==> src/rtl/opac_pkg.sv <==
// Shared types, constants and helpers of the phase angle check.
`timescale 1ns / 1ps
package opac_pkg;

   localparam int CORDIC_STEPS = 31;
   localparam int SQRT_STEPS   = 32;

   localparam logic signed [34:0] PI_Q30      = 35'sd3373259426;
   localparam logic signed [34:0] HALF_PI_Q30 = 35'sd1686629713;

   localparam logic [29:0] ARC_TAB [CORDIC_STEPS] = '{
      30'd843314856, 30'd497837829, 30'd263043836, 30'd133525158, 30'd67021686,
      30'd33543515, 30'd16775850, 30'd8388437, 30'd4194282, 30'd2097149,
      30'd1048575, 30'd524287, 30'd262143, 30'd131071, 30'd65535, 30'd32767,
      30'd16383, 30'd8191, 30'd4095, 30'd2047, 30'd1023, 30'd511, 30'd255,
      30'd127, 30'd63, 30'd31, 30'd15, 30'd8, 30'd4, 30'd2, 30'd1
   };

   typedef enum logic [1:0] {
      CSR_PHASE_GOAL   = 2'd0,
      CSR_PHASE_WINDOW = 2'd1
   } csr_index_type;

   typedef struct packed {
      logic               vld;
      logic               zero;
      logic [63:0]        rem;
      logic [63:0]        root;
      logic signed [63:0] x;
   } sqrt_lane_type;

   typedef struct packed {
      logic               vld;
      logic               force_en;
      logic               force_pi;
      logic               base;
      logic signed [33:0] cx;
      logic signed [33:0] cy;
      logic signed [33:0] z;
   } arc_lane_type;

   function automatic logic [5:0] msb_pos(input logic [63:0] v);
      logic [5:0] p;
      p = '0;
      for (int i = 0; i < 64; i++) begin
         if (v[i]) begin
            p = 6'(i);
         end
      end
      return p;
   endfunction

   // Bring the leading one of m to bit 29.
   function automatic logic [63:0] fit_apply(input logic [63:0] m, input logic [5:0] pos);
      logic [63:0] r;
      if (pos >= 6'd30) begin
         r = m >> (pos - 6'd29);
      end else begin
         r = m << (6'd29 - pos);
      end
      return r;
   endfunction

endpackage

==> src/rtl/opac_sqrt_cell.sv <==
// One digit step of the pipelined integer square root.
`timescale 1ns / 1ps
module opac_sqrt_cell
   import opac_pkg::*;
#(
   parameter int STEP = 0
) (
   input  logic          clock,
   input  logic          reset,
   input  logic          adv,
   input  sqrt_lane_type lane_in,
   output sqrt_lane_type lane_out
);

   localparam logic [63:0] BIT = 64'd1 << (62 - 2 * STEP);

   sqrt_lane_type lane_ff;
   sqrt_lane_type lane_in_n;
   logic [63:0]   trial;

   always_comb begin
      lane_in_n = lane_in;
      trial     = lane_in.root + BIT;
      if (lane_in.rem >= trial) begin
         lane_in_n.rem  = lane_in.rem - trial;
         lane_in_n.root = (lane_in.root >> 1) + BIT;
      end else begin
         lane_in_n.root = lane_in.root >> 1;
      end
   end

   always_ff @(posedge clock) begin
      if (reset) begin
         lane_ff.vld <= 1'b0;
      end else if (adv) begin
         lane_ff <= lane_in_n;
      end
   end

   assign lane_out = lane_ff;

endmodule

==> config.mk <==
export PLATFORM = sky130hd
export DESIGN_NAME = opac_sqrt_cell
export DESIGN_NICKNAME = d
export VERILOG_FILES = /design/src/rtl/opac_pkg.sv /design/src/rtl/opac_sqrt_cell.sv
export SDC_FILE = /design/constraint.sdc
export NUM_CORES = 1
export LEC_CHECK = 0
export ABC_AREA = 1
export BUFFER_PORTS_ARGS = -buffer_cell sky130_fd_sc_hd__buf_2
export CAP_MARGIN = 20
export CORE_AREA = 2 2 158 160
export CTS_BUF_LIST = sky130_fd_sc_hd__clkbuf_2
export DETAILED_ROUTE_END_ITERATION = 8
export DIE_AREA = 0 0 160 162
export PLACE_DENSITY = 0.84
export REMOVE_ABC_BUFFERS = 1
export SETUP_SLACK_MARGIN = 0.05
export SYNTH_ARGS = -nofsm -noshare
export SYNTH_HDL_FRONTEND = slang
export SYNTH_SLANG_ARGS = --single-unit
==> constraint.sdc <==
create_clock -name clock -period 15.5 [get_ports clock]
set_clock_uncertainty 0.2 [all_clocks]
set_input_delay 3.1 -clock clock [delete_from_list [all_inputs] [get_ports clock]]
set_output_delay 3.1 -clock clock [all_outputs]
set_load 0.05 [all_outputs]
; ---- Word-level counts from Yosys, hierarchy flattened
; Cells that the tools add are included.
[classes]
add_sub_neg = 3
magnitude_cmp = 1
mux = 2
n_bitwise = 1
n_reduce_logical = 1
[op_table]
columns = cell, n
row1 = "adder 63 x 63 -> 64 bit, second input constant", 1
row2 = "adder 64 x 63 -> 64 bit, second input constant", 1
row3 = greater-or-equal comparator 64 bit, 1
row4 = 2-to-1 mux 64 bit, 1
row5 = subtractor 64 bit, 1
row6 = 2-to-1 mux 63 bit, 1
row7 = AND reduction 2 bit, 1
row8 = inverter 1 bit, 1
[word_totals]
register_bits = 194
out_inout_bits = 194

; ---- Longest topological paths before layout
[logic_depth]
ltp_word = 3
depth_mapped = 18
mapped_depth_nobuf = 17

; ---- Worst setup path before layout
; OpenSTA, ideal clock, no wires.
[synth_path]
kind = input -> register
from = input adv
to = register lane_ff (netlist bit lane_out[0]), enable pin
t_arrival_ps = 11246
required_ps = 14545
slack_ps = 3299
stages = 2
n_path_buf = 0
path_cell_list = inv_1 > nor2_1
[synth_between]
elab_chain_cells = 1
[synth_rtl]
columns = item, line_no
row1 = from (decl), opac_sqrt_cell.sv:10  ; input logic adv,
row2 = AND reduction 2 bit (no line), n/a
row3 = to (signal assigned), opac_sqrt_cell.sv:36  ; lane_ff <= lane_in_n;
row4 = to (decl), opac_sqrt_cell.sv:17  ; sqrt_lane_type lane_ff;
; Every way passes these cells.
; A chain may end at the register's enable or synchronous reset.

==> run metrics <==
cell count after synthesis 1785; static leakage 8.74 nW; required time of the critical path 15.98 ns; worst skew pair latency 0.81 ns; fillcell total 2198; CTS tree done; CTS Hold Buffers Added 0; flops & latches, synth 194; Final HPWL DP 37.8 mm; synth top area cells edfxtp_1, nand2_1, inv_1; Max Fanout on Critical Path 68; Port Buf Inserts 390; Placed Instances 2487; Horiz. Die Dim 160 µm; gpl congestion 0.965; total core area 0.0241 mm²; YS warnings 0; remaining global-route overflow 0; Post-synth EDFFs 193; die area 0.0259 mm²; unrepaired setup endpoints after global routing false; synthesized area per cell 7.26 µm²; Sw Ratio 0.425; Setup violations, final 0; Finished Layout Cells 2520; pre-CTS WS 8.77 ns; hold wc startpoint lane_out[193]; hold_ws 0.281 ns; cell row count 57; Final Cycle Share 0.383; Synth area leader edfxtp_1; first-pass GRT wire length 69.0 mm; Starting Density 0.538; Pwr per Cell Area 95.6 mW/mm²; Worst setup startpoint lane_in[90]; number of antenna violations at the first check in global routing 2; Vias/cell 5.08; clock sink total 194; htree depth 4; die height 162 µm; prevailing post-synth register cell edfxtp_1; Internal 0.855 mW; total CTS buffers 17; final worst setup slack 9.57 ns; post-synthesis sequential area ratio 0.449; overall routing resource usage 0.351; top cell type's share of synthesized area 0.447; crit start category input pin; most instantiated cells after synthesis nand2_1, inv_1, edfxtp_1; nets 2444; I/O pin count 391; minimum clock period 5.93 ns; Pre-Repair DR Iteration Count 9; Synth Cell Area 0.0130 mm²; worst slew pin tran 0.989 ns; Clk network pwr share 0.207; post-synth cell types 29; sequential power share 0.433; Worst R2R Start lane_out[193]; average wire per standard cell 18.4 µm; final core occ 0.645; layout cells sized above 1 0.213; Comb power frac 0.359; total setup buffers inserted after CTS 0; DRT Wirelength 46.2 mm; Psw 0.632 mW; Antenna Nets Post-Route 0; outcome finished, final reports clean; setup TNS 0 ns; Worst setup EP type flip-flop; Max IR drop VDD 0.0000746 V; min-delay worst type flip-flop to flip-flop; Achievable Freq 169 MHz; CP Data Arrival Time 6.41 ns; Initial DRC Count 1391; Max-Cap Viols 0; drt drc 0; WS Path Type input pin to flip-flop; P&R area growth vs syn 20.0%; Root Buffer Master clkbuf_2; # resized after CTS 0; largest net degree at the start of global routing 179; Max-Slew Margin vs Limit 0.341; Hold Vio Cnt, Final 0; top-count cell post-synth nand2_1; Clock Pin Slew Worst Setup and Hold Paths 0.30 ns; vias in the first global route 12300; Synth async-reset ratio 0; max reg flops 194; Slew Viols, Final 0; buffer depth of the longest clock path 2; via count 12800
## critical path: stages
cell,delay [ns]
buf_2,0.09
inv_1,0.05
ha_1,0.35
nand2_1,0.16
inv_1,0.06
nand2_1,0.07
nand2_1,0.14
nand2_1,0.10
nand2_1,0.15
a21oi_1,0.24
nand3_2,0.12
nand2_2,0.09
nand2_4,0.51
inv_4,0.80
nand2_1,0.16
nand2_1,0.15
## kinds of logic (layout without fill, tap and decap cells)
group | count (synthesis) | count (layout) | synth area share
simple gates | 1020 | 1020 | 0.320
buf+inv | 422 | 832 | 0.126
flops | 194 | 194 | 0.449
fa+ha+maj | 65 | 65 | 0.0633
compound gates | 52 | 52 | 0.0204
xor+xnor | 32 | 32 | 0.0216
other cells | 0 | 1 | 0
## cell type report
cell class                 count  area (µm²)  share of cell area
inverter                     409        1540              0.0989
sequential                   194        5820               0.374
clock buffer                  18        90.1             0.00579
clock inverter                14         210              0.0135
antenna                        1        2.50            0.000161
multi-input combinational   1169        5520               0.355
timing repair buffer         391        1970               0.127
tap                          324         405              0.0261
## final timing paths
path,slack [ns],to,cells past startpoint
worst max register to register,14.70,lane_out[193],2
worst min register to register,0.28,lane_out[193],2
worst min-delay path,0.28,lane_out[193],2
worst max-delay path,9.57,lane_out[158],16
## layer usage
layer | share of wire | global-route usage
met4 | 0.033 | 0.114
met1 | 0.40 | 0.450
met3 | 0.086 | 0.0661
met2 | 0.48 | 0.603
met5 | 0.00019 | 0
## power by group through the flow
stage,registers (mW),logic [mW],clock network (mW)
final,0.644,0.534,0.308
after global routing,0.648,0.574,0.324
after CTS,0.644,0.530,0.309
after detailed placement,0.655,0.527,0
after global placement,0.654,0.515,0
after floorplan,0.807,0.218,0
## layout by cell type, fill, tap and decap left out, types with 2 or more instances in the layout
cell type,instances
nand3_2,11
o21ai_0,7
bufinv_16,2
inv_2,9
nor3_2,3
and2_1,2
a21oi_1,43
nor4_1,3
nand2_1,763
nand2_2,8
inv_8,3
nand4_1,20
clkbuf_2,18
inv_12,2
xnor2_1,2
edfxtp_1,193
ha_1,64
nor2_2,8
nor3_1,7
clkinv_4,3
xor2_1,30
nand3_1,80
nor2_1,111
clkinv_8,3
inv_1,399
buf_2,390
nand2_4,2
## per-stage QoR
stage	total power, mW	instance area (µm²)
final	1.49	15600
after floorplan	1.03	12900
after detailed placement	1.18	15200
after global routing	1.55	15600
after CTS	1.48	15500
after global placement	1.17	15200
No activity file was read; power rests on OpenSTA's default activity.
