--- src/rtl/opac_pkg.sv ---
// Shared types, constants and helpers of the phase angle check.
`timescale 1ns / 1ps
package opac_pkg;

   localparam int CORDIC_STEPS = 31;
   localparam int SQRT_STEPS   = 32;

   localparam logic signed [34:0] PI_Q30      = 35'sd3373259426;
   localparam logic signed [34:0] HALF_PI_Q30 = 35'sd1686629713;

   localparam logic [29:0] ARC_TAB [CORDIC_STEPS] = '{
      30'd843314856, 30'd497837829, 30'd263043836, 30'd133525158, 30'd67021686,
      30'd33543515, 30'd16775850, 30'd8388437, 30'd4194282, 30'd2097149,
      30'd1048575, 30'd524287, 30'd262143, 30'd131071, 30'd65535, 30'd32767,
      30'd16383, 30'd8191, 30'd4095, 30'd2047, 30'd1023, 30'd511, 30'd255,
      30'd127, 30'd63, 30'd31, 30'd15, 30'd8, 30'd4, 30'd2, 30'd1
   };

   typedef enum logic [1:0] {
      CSR_PHASE_GOAL   = 2'd0,
      CSR_PHASE_WINDOW = 2'd1
   } csr_index_type;

   typedef struct packed {
      logic               vld;
      logic               zero;
      logic [63:0]        rem;
      logic [63:0]        root;
      logic signed [63:0] x;
   } sqrt_lane_type;

   typedef struct packed {
      logic               vld;
      logic               force_en;
      logic               force_pi;
      logic               base;
      logic signed [33:0] cx;
      logic signed [33:0] cy;
      logic signed [33:0] z;
   } arc_lane_type;

   function automatic logic [5:0] msb_pos(input logic [63:0] v);
      logic [5:0] p;
      p = '0;
      for (int i = 0; i < 64; i++) begin
         if (v[i]) begin
            p = 6'(i);
         end
      end
      return p;
   endfunction

   // Bring the leading one of m to bit 29.
   function automatic logic [63:0] fit_apply(input logic [63:0] m, input logic [5:0] pos);
      logic [63:0] r;
      if (pos >= 6'd30) begin
         r = m >> (pos - 6'd29);
      end else begin
         r = m << (6'd29 - pos);
      end
      return r;
   endfunction

endpackage

--- src/rtl/opac_cordic_cell.sv ---
// One vectoring rotation of the pipelined arctangent.
`timescale 1ns / 1ps
module opac_cordic_cell
   import opac_pkg::*;
#(
   parameter int STEP = 0
) (
   input  logic         clock,
   input  logic         reset,
   input  logic         adv,
   input  arc_lane_type lane_in,
   output arc_lane_type lane_out
);

   arc_lane_type lane_ff;
   arc_lane_type lane_in_n;
   logic signed [33:0] dx;
   logic signed [33:0] dy;

   always_comb begin
      lane_in_n = lane_in;
      dx = lane_in.cx >>> STEP;
      dy = lane_in.cy >>> STEP;
      if (lane_in.cy > 34'sd0) begin
         lane_in_n.cx = lane_in.cx + dy;
         lane_in_n.cy = lane_in.cy - dx;
         lane_in_n.z  = lane_in.z + $signed({4'b0, ARC_TAB[STEP]});
      end else begin
         lane_in_n.cx = lane_in.cx - dy;
         lane_in_n.cy = lane_in.cy + dx;
         lane_in_n.z  = lane_in.z - $signed({4'b0, ARC_TAB[STEP]});
      end
   end

   always_ff @(posedge clock) begin
      if (reset) begin
         lane_ff.vld <= 1'b0;
      end else if (adv) begin
         lane_ff <= lane_in_n;
      end
   end

   assign lane_out = lane_ff;

endmodule

--- config.mk ---
export PLATFORM = sky130hd
export DESIGN_NAME = opac_cordic_cell
export DESIGN_NICKNAME = d
export VERILOG_FILES = /design/src/rtl/opac_pkg.sv /design/src/rtl/opac_cordic_cell.sv
export SDC_FILE = /design/constraint.sdc
export NUM_CORES = 1
export LEC_CHECK = 0
export BUFFER_PORTS_ARGS = -buffer_cell sky130_fd_sc_hd__buf_2
export CAP_MARGIN = 20
export CORE_ASPECT_RATIO = 0.5
export CORE_MARGIN = 2
export CORE_UTILIZATION = 50
export CTS_CLUSTER_DIAMETER = 50
export DETAILED_ROUTE_END_ITERATION = 7
export GPL_ROUTABILITY_DRIVEN = 0
export GPL_TIMING_DRIVEN = 0
export PLACE_DENSITY = 0.74
export SLEW_MARGIN = 10
export SYNTH_ARGS = -nofsm -noshare
export SYNTH_HDL_FRONTEND = slang
export SYNTH_SLANG_ARGS = --single-unit
--- constraint.sdc ---
create_clock -name clock -period 7.28 [get_ports clock]
set_clock_uncertainty 0.2 [all_clocks]
set_input_delay 0 -clock clock [delete_from_list [all_inputs] [get_ports clock]]
set_output_delay 0 -clock clock [all_outputs]
set_load 0.03 [all_outputs]
## Word level (Yosys, flattened, before mapping)

Index checks and enable logic that the tools add are counted.

| storage, ports and cells | value |
|---|---|
| register bits | 106 |
| input port bits | 109 |
| output and inout port bits | 106 |

| operators by class | value |
|---|---|
| add/sub/neg operators | 5 |
| $lt $le $gt $ge | 1 |
| multiplexer cells | 1 |
| bitwise operators | 1 |
| reductions and logical operators | 1 |

Operators by type and width:

| operator | count |
|---|---|
| $mux W102 | 1 |
| $sub A34 B34 Y34 | 2 |
| $add A34 B31 Y34 const B | 1 |
| $add A34 B34 Y34 | 1 |
| $gt A34 B1 Y1 const B | 1 |
| $sub A34 B31 Y34 const B | 1 |
| $reduce_and A2 Y1 | 1 |
| $not A1 Y1 | 1 |

## Logic depth before layout (Yosys ltp)

Gate-level depths: netlist of run 1.

| depth | value |
|---|---|
| depth after elaboration | 2 |
| mapped depth | 19 |
| gate-level depth less buffers | 15 |

## Least setup slack after synthesis of run 1

OpenSTA, ideal clock, no wires.

| timing path | value |
|---|---|
| path type | input-to-reg |
| start | input reset |
| end | register lane_ff (netlist bit lane_out[0]), enable pin |
| arrival time | 4.624 ns |
| required time | 6.498 ns |
| path slack | 1.874 ns |
| cell stages on the path | 1 |
| path buffers | 0 |
| path through | nor2b_1 |

| on the way | value |
|---|---|
| cells in the longest elaborated chain, start to end | 2 |

RTL lines:

| item | RTL line | RTL |
|---|---|---|
| start: declaration | opac_cordic_cell.sv:9 | `input logic reset,` |
| $not A1 Y1 (no line) | -- |  |
| $reduce_and A2 Y1 (no line) | -- |  |
| end signal: assignment | opac_cordic_cell.sv:39 | `lane_ff <= lane_in_n;` |
| end: declaration | opac_cordic_cell.sv:15 | `arc_lane_type lane_ff;` |

Every way passes these cells.
A chain may end at the register's enable or synchronous reset.

==> summary.txt, run 1 <==
Synth
  – Async S/R FF share, synth: 0
  – Register bit total from synthesis: 105
  – Syn_nets: 1,493
  – Yosys warns: 0
  – EDFF count, synth: roughly 100
  – Register area share after synthesis: 0.2933
  – Post-synth cell types: 77
  – Avg Inst Size Synth: 8.559 um2
  – Primary FF master, synth: edfxtp_1
  – Post-Synthesis Cell Area: 10,720 um2
  – Cells after synthesis: 1,252

Floorplanning
  – Core ar.: 20,790 um2
  – Io pins: 215
  – Die area: 22,690 um2
  – Initial Util: 0.5155
  – Core Rows: 37
  – Chip height: 107.5 um
  – DIE WIDTH: approximately 210 um

Detailed routing
  – Antenna viol nets, final: 0
  – DR WL/cell: 19.34 um
  – Drt pass-1 iters: 8
  – Via count: 10,917
  – DRT Wirelength: between 30 and 40 mm
  – Initial drt markers: around 1,500
  – Via-to-Cell Ratio: 6.075
  – Number of remaining DRC errors: 0

Layout
  – Ant diodes: 0
  – Fraction of layout cells with a size suffix above 1: 0.1877
  – Nets@finish: 1,760
  – Register Area: 3143 um2
  – Multi-input logic area: 6885 um2
  – FILL cells: 1,798
  – Largest register FFs: 105
  – Layout area overhead: 20.29%
  – Layout Cells excl Fill: 1,797

Clocking
  – TritonCTS Buffers: 9
  – Clk_lat worst skew: 360 ps
  – Count of H-tree levels built during CTS: 3
  – Setup bufs post-CTS: 0
  – Clock buffer depth: 2
  – TritonCTS clock tree: done
  – Clock net sink count: 105
  – Gates resized, CTS repair: 0
  – CTS Root Cell: clkbuf_16
  – CTS clock-pin slew for the worst setup and hold paths: 80 ps

STA
  – Minimum clock period: 5568 ps
  – Final Slew Violations: 0
  – Final Hold Fails: 0
  – Slew HR: 0.4054
  – Final period utilization: 0.7649
  – Measured slew at the worst slew-check pin: 892.0 ps
  – Final setup fails: 0
  – TNS Setup: 0 ps
  – Unrepaired setup endpoints after global routing: no
  – Fmax: 0.1796 GHz

Setup path
  – CP dominant cell by count: buf_2
  – WP data arrival: 5490 ps
  – CP peak stage delay: 700 ps
  – Critical path buffers and inverters: 6
  – WP data required: around 7200 ps
  – CP Capture Type: register
  – Critical-path top delay cell: buf_2
  – WS Path Type: in2reg
  – Startpoint types: primary input
  – Crit path cell chain: dlygate4sd3_1 -> buf_2 -> nor4_1 -> nand4_1 -> nor2_1 -> a21o_1 -> buf_2 -> buf_1 -> buf_2 -> ha_1 -> a21o_1 -> a21oi_1 -> nor2b_1 -> o311ai_1 -> o211ai_1 -> a21boi_0 -> o21ai_0 -> a21oi_1 -> xnor2_1 -> dlygate4sd3_1
  – CP delay by family, top: buffers and inverters
  – Worst-path maximum fanout: 24

Global routing
  – Grt total ovfl: 0
  – Largest net degree at the start of global routing: 35
  – Initial antenna violation count: 0
  – First-pass GRT wire length: 53.05 mm
  – Total Routing Usage GR: 0.2982
  – Vias in the first global route: 10,367

Run
  – Max-cap violations: 0

Run status
  – Status: complete, no violations

Placed design
  – Post-Place Cells: 1,742
  – I/O Buffers: 214
  – Post-DP HPWL: 27.00 mm

Power and ir drop
  – Static leakage: 5.793 nW
  – Pwr per Cell Area: 177.4 nW/um2
  – VDD IR max: 0.09174 mV

Hold path
  – HP Class: in2reg
==> worst register-to-register path, delay by kind of cell (launching register included) <==
| kind | cells | cell delay (ps) |
|---|---|---|
| buf+inv | 1 | 560 |
| simple gates | 1 | 60 |
| flops | 1 | 310 |
| mux | 1 | 120 |
==> power breakdown <==
part           internal (mW)  total [mW]  switching, mW
combinational          0.353       0.994          0.642
sequential             0.764       0.780         0.0155
clock                  0.270       0.512          0.242
==> layout by cell type, fill, tap and decap left out, types with 5 or more instances in the layout <==
cell type      instances
buf_2                230
o21bai_1              31
a31oi_1               13
o211ai_1              18
edfxtp_1             104
or4_1                  5
buf_4                  8
or3_1                  5
o31a_1                 6
nand2b_1              16
nand3_1               23
nand2_1               65
buf_1                  5
o21ai_1                5
o31ai_1               10
dlygate4sd3_1         39
o21ai_0               77
nand4_1               17
inv_1                115
a211oi_1              10
nor2b_1               19
nor3_1                22
o21a_1                16
a21oi_1              144
nor4_1                13
and3_1                 9
and2_1                 6
clkbuf_16              9
xor2_1                16
clkbuf_1              19
a21o_1                39
nor2_1               105
xnor2_1               73
ha_1                 128
mux2i_1               11
==> synth_stat cells (all sizes together) (13+ instances only) <==
master  count  area, um2
o211ai     19      147.6
o21a       16      120.1
nor4       13      81.33
o21ai      83      419.2
nand2b     16      100.1
nor3       26      156.4
a31oi      14      93.84
nand4      18      118.9
nand3      24      125.1
inv       115      431.7
nor2b      20      125.1
clkbuf     19      71.32
a21oi     144      720.7
a21o       39      292.8
o21bai     31      232.7
xor2       16      140.1
ha        128       1602
nand2      65      244.0
edfxtp    104       3123
buf        31      180.2
xnor2      73      639.4
nor2      105      394.1
==> per-layer routing <==
metal	vias up	GRT usage	wire (um)
li1	5051	-	-
met1	5036	0.3878	14160
met2	696	0.4890	15690
met3	134	0.06039	3584
met4	0	0.1192	1307
met5	-	0	0
==> final cells by class <==
class / count / share of cell area
multi-input combinational: 979 / 0.5342
sequential: 105 / 0.2438
timing repair buffer: 256 / 0.1180
inverter: 118 / 0.03436
tap: 273 / 0.02650
buffer: 50 / 0.01961
clock buffer: 9 / 0.01747
clock inverter: 7 / 0.006018
==> per-stage QoR <==
step	power (mW)	area (um2)	utilization	setup WS (ps)	hold slack (ps)
after global routing	2.393	12890	0.6201	1396	27.78
after CTS	2.272	12890	0.6201	1846	2.288
final	2.286	12890	0.6201	1712	16.84
after detailed placement	1.737	12200	0.5868	1880	-21.35
after floorplan	1.468	10720	-	1874	-127.6
after global placement	1.721	12130	0.5835	-93.72	-25.59
==> timing repair <==
item / CTS / global route
endpoints found under the setup margin: 0 / 0
hold endpoints to repair: 46 / 0
hold buffers: 39 / 0
==> logic make-up (layout without fill, tap and decap cells) <==
family | Yosys count | after routing | share of synthesized area
AOI/OAI and AO/OA | 422 | 422 | 0.2518
and+or+nand+nor | 324 | 324 | 0.1491
buffers and inverters | 168 | 440 | 0.06481
adders and majority gates | 132 | 132 | 0.1569
DFF | 105 | 105 | 0.2933
xor gates and xnor gates | 89 | 89 | 0.07275
muxes | 12 | 12 | 0.01133
==> worst paths after layout <==
kind,from,to,slack [ps],depth (start not counted)
worst max-delay path,lane_in[35],lane_out[24],1710,20
worst min register to register,lane_out[105],lane_out[105],900,3
worst min-delay path,lane_in[32],lane_out[33],20,4
worst max register to register,lane_out[105],lane_out[105],5910,3
Power figures use the tool's default switching activity.
==> run 2, diff against run 1 <==
==> constraint.sdc (replaced) <==
create_clock -name clock -period 5.79 [get_ports clock]
set_clock_uncertainty 0.2 [all_clocks]
set_input_delay 0 -clock clock [delete_from_list [all_inputs] [get_ports clock]]
set_output_delay 0 -clock clock [all_outputs]
set_load 0.03 [all_outputs]
==> run 2 against run 1 <==
  * Combinational power is 26% higher
  * Worst setup slack worse by 1300 ps
  * Register-to-register slack got worse by 1500 ps
  * Total power is 26% higher
  * Critical path type unchanged
  * Highest routed layer unchanged
==> summary.txt, run 2 (synthesis gave the netlist of run 1 again) <==
Setup path
  – Crit path capture: lane_out[24] (unchanged)
  – WP data arrival: 5340 ps (was 5490 ps)
  – Start point of the critical path: lane_in[35] (unchanged)
  – FF-to-FF End: lane_out[105] (unchanged)
  – Worst-path maximum fanout: 24 (unchanged)
  – CP Capture Type: register (unchanged)
  – WS Path Type: in2reg (unchanged)
  – Worst R2R Path Depth: 3 (unchanged)
  – Startpoint types: primary input (unchanged)
  – WP data required: 5710 ps (was 7200 ps)
  – Worst R2R Setup Slack: 4430 ps (was 5910 ps)
  – Origin of the critical flop-to-flop path: lane_out[105] (unchanged)

Detailed routing
  – Number of remaining DRC errors: 0 (unchanged)
  – DR WL/cell: 19.37 um (was 19.34 um)
  – Antenna viol nets, final: 0 (unchanged)
  – Via count: 10,963 (was 10,917)
  – DRT Wirelength: 34.80 mm (was 34.75 mm)
  – Initial drt markers: 1,468 (was 1,527)
  – Drt pass-1 iters: 6 (was 8)
  – Via-to-Cell Ratio: 6.101 (was 6.075)

Clocking
  – TritonCTS Buffers: 9 (unchanged)
  – CTS clock-pin slew for the worst setup and hold paths: 80 ps (about the same)
  – Count of H-tree levels built during CTS: 3 (unchanged)
  – CTS Root Cell: clkbuf_16 (unchanged)
  – TritonCTS clock tree: done (unchanged)
  – Clk_lat worst skew: 360 ps (about the same)
  – Clock buffer depth: 2 (unchanged)
  – Clock net sink count: 105 (unchanged)

Placed design
  – I/O Buffers: 214 (unchanged)
  – Post-DP HPWL: 27.00 mm (unchanged)
  – Setup WS pre-CTS: 390.2 ps (was 1880 ps)
  – Post-Place Cells: 1,742 (unchanged)
  – DP Area: 12,200 um2 (unchanged)

STA
  – Measured slew at the worst slew-check pin: 882.3 ps (was 892.0 ps)
  – Final period utilization: 0.9352
  – Final Hold Slack: 13.95 ps (was 16.84 ps)
  – TNS Setup: 0 ps (unchanged)
  – Final setup margin: 374.9 ps (was 1712 ps)
  – Slew HR: 0.4118 (was 0.4054)
  – Final setup fails: 0 (unchanged)
  – Unrepaired setup endpoints after global routing: no (unchanged)
  – Fmax: 0.1847 GHz
  – Final Slew Violations: 0 (unchanged)
  – Final Hold Fails: 0 (unchanged)
  – Minimum clock period: 5415 ps

Layout
  – Nets@finish: 1,760 (unchanged)
  – FILL cells: 1,797 (was 1,798)
  – Layout Cells excl Fill: 1,797 (unchanged)
  – Most common cell after layout, fill and taps aside: buf_2 (unchanged)
  – Design Area, Final: 12,890 um2 (about the same)
  – Ant diodes: 0 (unchanged)
  – Commonest cells after routing, fill and taps aside: 229 x buf_2, 144 x a21oi_1, 128 x ha_1 (was 230 x buf_2, 144 x a21oi_1, 128 x ha_1)
  – Largest register FFs: 105 (unchanged)
  – Fraction of layout cells with a size suffix above 1: 0.1877 (unchanged)
  – Register Area: 3143 um2 (unchanged)
  – Multi-input logic area: 6885 um2 (unchanged)
  – Layout area overhead: 20.32% (was 20.29%)
  – Fin util: 0.6202 (was 0.6201)

Global routing
  – Vias in the first global route: 10,367 (unchanged)
  – First-pass GRT wire length: 53.05 mm (unchanged)
  – Initial antenna violation count: 0 (unchanged)
  – Total Routing Usage GR: 0.2982 (unchanged)
  – Grt total ovfl: 0 (unchanged)
  – Largest net degree at the start of global routing: 35 (unchanged)

Floorplanning
  – Initial Util: 0.5155 (unchanged)
  – DIE WIDTH: 211.0 um (unchanged)
  – Die area: 22,690 um2 (unchanged)
  – Io pins: 215 (unchanged)
  – Core ar.: 20,790 um2 (unchanged)
  – Core Rows: 37 (unchanged)
  – Chip height: 107.5 um (unchanged)

Power and ir drop
  – Static leakage: 5.794 nW (was 5.793 nW)
  – VDD IR max: 0.1168 mV (was 0.09174 mV)
  – Pwr per Cell Area: 223.1 nW/um2 (was 177.4 nW/um2)
  – Power Total: 2.877 mW (was 2.286 mW)

Hold path
  – HP Class: in2reg (unchanged)

Run
  – Max-cap violations: 0 (unchanged)

Run status
  – Status: complete, no violations (unchanged)
[run 2: changes by cell type in the layout (fill, tap and decap cells not counted), sizes merged]
cell / change
clkbuf: +1
buf: -1
[run 2: power breakdown]
part	switching [mW]	internal [mW]	leakage, nW	total, mW
combinational	0.807	0.443	4.67	1.25
sequential	0.0195	0.961	0.985	0.980
clock	0.307	0.339	0.140	0.646
total	1.13	1.74	5.79	2.88
[run 2: how the worst min path moves through the flow]
| stage | startpoint | to | slack, ps | cells past startpoint |
|---|---|---|---|---|
| floorplan | reset | lane_out[105] | -130 | 1 |
| global placement | reset | lane_out[105] | -30 | 2 |
| detailed placement | lane_in[104] | lane_out[104] | -20 | 1 |
| CTS | lane_in[29] | lane_out[29] | 2 | 3 |
| global route | lane_in[18] | lane_out[18] | 30 | 3 |
| finish | lane_in[32] | lane_out[33] | 10 | 4 |
[run 2: worst max-delay path, stage by stage]
cell and delay [ps]:
dlygate4sd3_1 530, buf_2 160, nor4_1 250, nand4_1 170, nor2_1 150, a21o_1 110
buf_2 210, clkinv_1 280, buf_2 330, buf_2 410, ha_1 380, buf_2 160
a21o_1 160, a21o_1 160, a21o_1 190, nand2_1 70, o211ai_1 160, a21boi_0 430
o21ai_0 160, a21oi_1 200, xnor2_1 90, dlygate4sd3_1 560
[run 2: layer usage]
metal	wire, um	vias up	global-route usage
met5	0	-	0
met4	1389	0	0.1192
met3	3675	157	0.06039
met2	15640	696	0.4890
met1	14100	5058	0.3878
li1	-	5052	-
[run 2: final cells by class]
class | instances | area share
flip-flops and latches | 105 | 0.2438
multi-input cells | 979 | 0.5341
repair buffers | 256 | 0.1180
well taps | 273 | 0.02649
clock inverters | 7 | 0.006017
inverters | 118 | 0.03436
plain buffers | 50 | 0.01980
clock buffers | 9 | 0.01747
[run 2: repair_timing]
item / in CTS / in global routing
hold buffers: 39 / 0
buffers inserted: 0 / 0
hold endpoints to repair: 46 / 0
setup endpoints to repair: 0 / 1
gates resized for setup: 0 / 1
==> run 3, diff against run 2 <==
--- a/config.mk
+++ b/config.mk
@@ -15,6 +15,7 @@
 export GPL_ROUTABILITY_DRIVEN = 0
 export GPL_TIMING_DRIVEN = 0
 export PLACE_DENSITY = 0.74
+export SETUP_SLACK_MARGIN = 0.5
 export SLEW_MARGIN = 10
 export SYNTH_ARGS = -nofsm -noshare
 export SYNTH_HDL_FRONTEND = slang
==> run 3 against run 2 <==
  * Critical path depth decreased by 1
  * Cell count up 0.28%
  * Fmax increased by 7.8%
  * Clock-buffer cell count is the same
  * Largest power group unchanged
  * Total power fell by 1.4%
  * Clock power is 5.9% lower
  * Design area rose by 0.40%
  * Worst setup slack improved by 390 ps
  * Sequential power about the same
  * Sequential share of layout area down 0.097 points
==> summary.txt, run 3 (synthesis gave the netlist of run 1 again) <==
Floorplanning
  – Initial Util: 0.5155 (unchanged)
  – DIE WIDTH: 211.0 um (unchanged)
  – Io pins: 215 (unchanged)
  – Chip height: 107.5 um (unchanged)
  – Core ar.: 20,790 um2 (unchanged)
  – Core Rows: 37 (unchanged)
  – Die area: 22,690 um2 (unchanged)

Detailed routing
  – Antenna viol nets, final: 0 (unchanged)
  – DR WL/cell: 19.00 um (was 19.37 um)
  – Via-to-Cell Ratio: 6.057 (was 6.101)
  – Number of remaining DRC errors: 0 (unchanged)
  – Drt pass-1 iters: 7 (was 6)
  – Initial drt markers: 1,356 (was 1,468)
  – Via count: 10,915 (was 10,963)
  – DRT Wirelength: 34.24 mm (was 34.80 mm)

Global routing
  – Total Routing Usage GR: 0.2979 (was 0.2982)
  – Initial antenna violation count: 0 (unchanged)
  – Largest net degree at the start of global routing: 35 (unchanged)
  – Grt total ovfl: 0 (unchanged)
  – Vias in the first global route: 10,197 (was 10,367)
  – First-pass GRT wire length: 52.39 mm (was 53.05 mm)

Placed design
  – Post-DP HPWL: 26.49 mm (was 27.00 mm)
  – DP Area: 12,200 um2 (about the same)
  – I/O Buffers: 214 (unchanged)
  – Setup WS pre-CTS: 367.1 ps (was 390.2 ps)

Setup path
  – Critical-path top delay cell: dlygate4sd3_1 (unchanged)
  – Start point of the critical path: lane_in[42] (was lane_in[35])
  – CP peak stage delay: 560 ps (about the same)
  – WS Path Type: in2reg (unchanged)
  – Crit path cell chain: buf_2 -> nor4_2 -> nand4_1 -> nor2_1 -> a21o_1 -> buf_2 -> clkinv_1 -> buf_2 -> buf_2 -> ha_1 -> buf_2 -> a21o_1 -> a21o_1 -> a21o_1 -> nand2_1 -> o211ai_1 -> a21oi_1 -> o211ai_1 -> a21oi_1 -> xnor2_1 -> dlygate4sd3_1 (was dlygate4sd3_1 -> buf_2 -> nor4_1 -> nand4_1 -> nor2_1 -> a21o_1 -> buf_2 -> clkinv_1 -> buf_2 -> buf_2 -> ha_1 -> buf_2 -> a21o_1 -> a21o_1 -> a21o_1 -> nand2_1 -> o211ai_1 -> a21boi_0 -> o21ai_0 -> a21oi_1 -> xnor2_1 -> dlygate4sd3_1)
  – CP Capture Type: register (unchanged)
  – CP dominant cell by count: buf_2 (unchanged)
  – Startpoint types: primary input (unchanged)
  – Worst-path maximum fanout: 24 (unchanged)
  – Origin of the critical flop-to-flop path: lane_out[105] (unchanged)
  – WP data arrival: 4960 ps (was 5340 ps)
  – WP data required: 5730 ps (was 5710 ps)

Clocking
  – Clk_lat worst skew: 380 ps (was 360 ps)
  – Clock net sink count: 105 (unchanged)
  – Clock buffer depth: 2 (unchanged)
  – TritonCTS Buffers: 9 (unchanged)
  – CTS clock-pin slew for the worst setup and hold paths: 80 ps (about the same)
  – Setup bufs post-CTS: 0 (unchanged)
  – Count of H-tree levels built during CTS: 3 (unchanged)
  – TritonCTS clock tree: done (unchanged)
  – CTS Root Cell: clkbuf_16 (unchanged)

STA
  – Final setup fails: 0 (unchanged)
  – Final Hold Slack: 9.826 ps (was 13.95 ps)
  – Final Hold Fails: 0 (unchanged)
  – TNS Setup: 0 ps (unchanged)
  – Final setup margin: 768.0 ps (was 374.9 ps)
  – Unrepaired setup endpoints after global routing: no (unchanged)
  – Final period utilization: 0.8674 (was 0.9352)
  – Final Slew Violations: 0 (unchanged)
  – Slew HR: 0.3790 (was 0.4118)
  – Measured slew at the worst slew-check pin: 931.5 ps (was 882.3 ps)
  – Fmax: 0.1991 GHz (was 0.1847 GHz)
  – Minimum clock period: 5022 ps (was 5415 ps)

Layout
  – Most common cell after layout, fill and taps aside: buf_2 (unchanged)
  – Fin util: 0.6227 (was 0.6202)
  – Largest register FFs: 105 (unchanged)
  – Nets@finish: 1,765 (was 1,760)
  – Ant diodes: 0 (unchanged)
  – Commonest cells after routing, fill and taps aside: 229 x buf_2, 144 x a21oi_1, 128 x ha_1 (unchanged)
  – Fraction of layout cells with a size suffix above 1: 0.1884 (was 0.1877)
  – Layout area overhead: 20.80% (was 20.32%)
  – Design Area, Final: 12,940 um2 (was 12,890 um2)

Power and ir drop
  – VDD IR max: 0.1408 mV (was 0.1168 mV)
  – Pwr per Cell Area: 219.1 nW/um2 (was 223.1 nW/um2)
  – Static leakage: 5.818 nW (was 5.794 nW)

Hold path
  – HP Class: in2reg (unchanged)
  – Worst hold start: lane_in[7] (was lane_in[32])

Run status
  – Status: complete, no violations (unchanged)

Run
  – Max-cap violations: 0 (unchanged)
[run 3: cell types whose count changed in the layout (fill, tap and decap cells not counted), sizes merged]
| cell | change |
|---|---|
| clkinv | +1 |
| dlygate4sd3 | +5 |
| inv | +2 |
| clkinvlp | -2 |
| bufinv | -1 |
[run 3: critical path: cells and delay by family]
kind | cells | cell delay [ps]
buffers and inverters | 7 | 2110
AOI/OAI and AO/OA | 8 | 1450
and+or+nand+nor | 4 | 900
adders and majority gates | 1 | 380
xor gates and xnor gates | 1 | 80
[run 3: metrics by stage]
stage / power, mW / cells
6_report: 2.836 / 1802
5_1_grt: 2.979 / 1802
3_5_place_dp: 2.180 / 1742
4_1_cts: 2.823 / 1802
3_3_place_gp: 2.158 / 1739
2_1_floorplan: 1.843 / 1252
[run 3: worst paths after layout]
check                        to  slack, ps  cells past startpoint
setup / recovery   lane_out[30]        770                     21
hold / removal      lane_out[7]         10                      4
setup reg to reg  lane_out[105]       4410                      3
hold reg to reg   lane_out[105]        900                      3
[run 3: repair_timing]
action,CTS,global route
endpoints found under the hold margin,53,0
resized for setup,0,3
setup endpoints to repair,0,4
hold buffers,44,0
[run 3: final cells by class]
cell class / instances / area [um2]
Fill cell: 1812 / 7843
Clock inverter: 7 / 58.81
Timing Repair Buffer: 261 / 1579
Inverter: 118 / 442.9
Buffer: 50 / 255.2
Multi-Input combinational cell: 979 / 6898
Tap cell: 273 / 341.6
Sequential cell: 105 / 3143
Clock buffer: 9 / 225.2
[run 3: layer usage]
metal	share of wire	up-vias	global-route usage
li1	-	5072	-
met4	0.039	0	0.1263
met2	0.45	693	0.4800
met1	0.40	5035	0.3772
met5	0	-	0
met3	0.11	115	0.08314
[run 3: where the power goes]
part           switching (mW)  internal (mW)  total, mW  leakage, nW
Combinational           0.802          0.447       1.25         4.69
Clock                   0.310          0.299      0.608        0.139
Sequential             0.0182          0.961      0.979        0.985
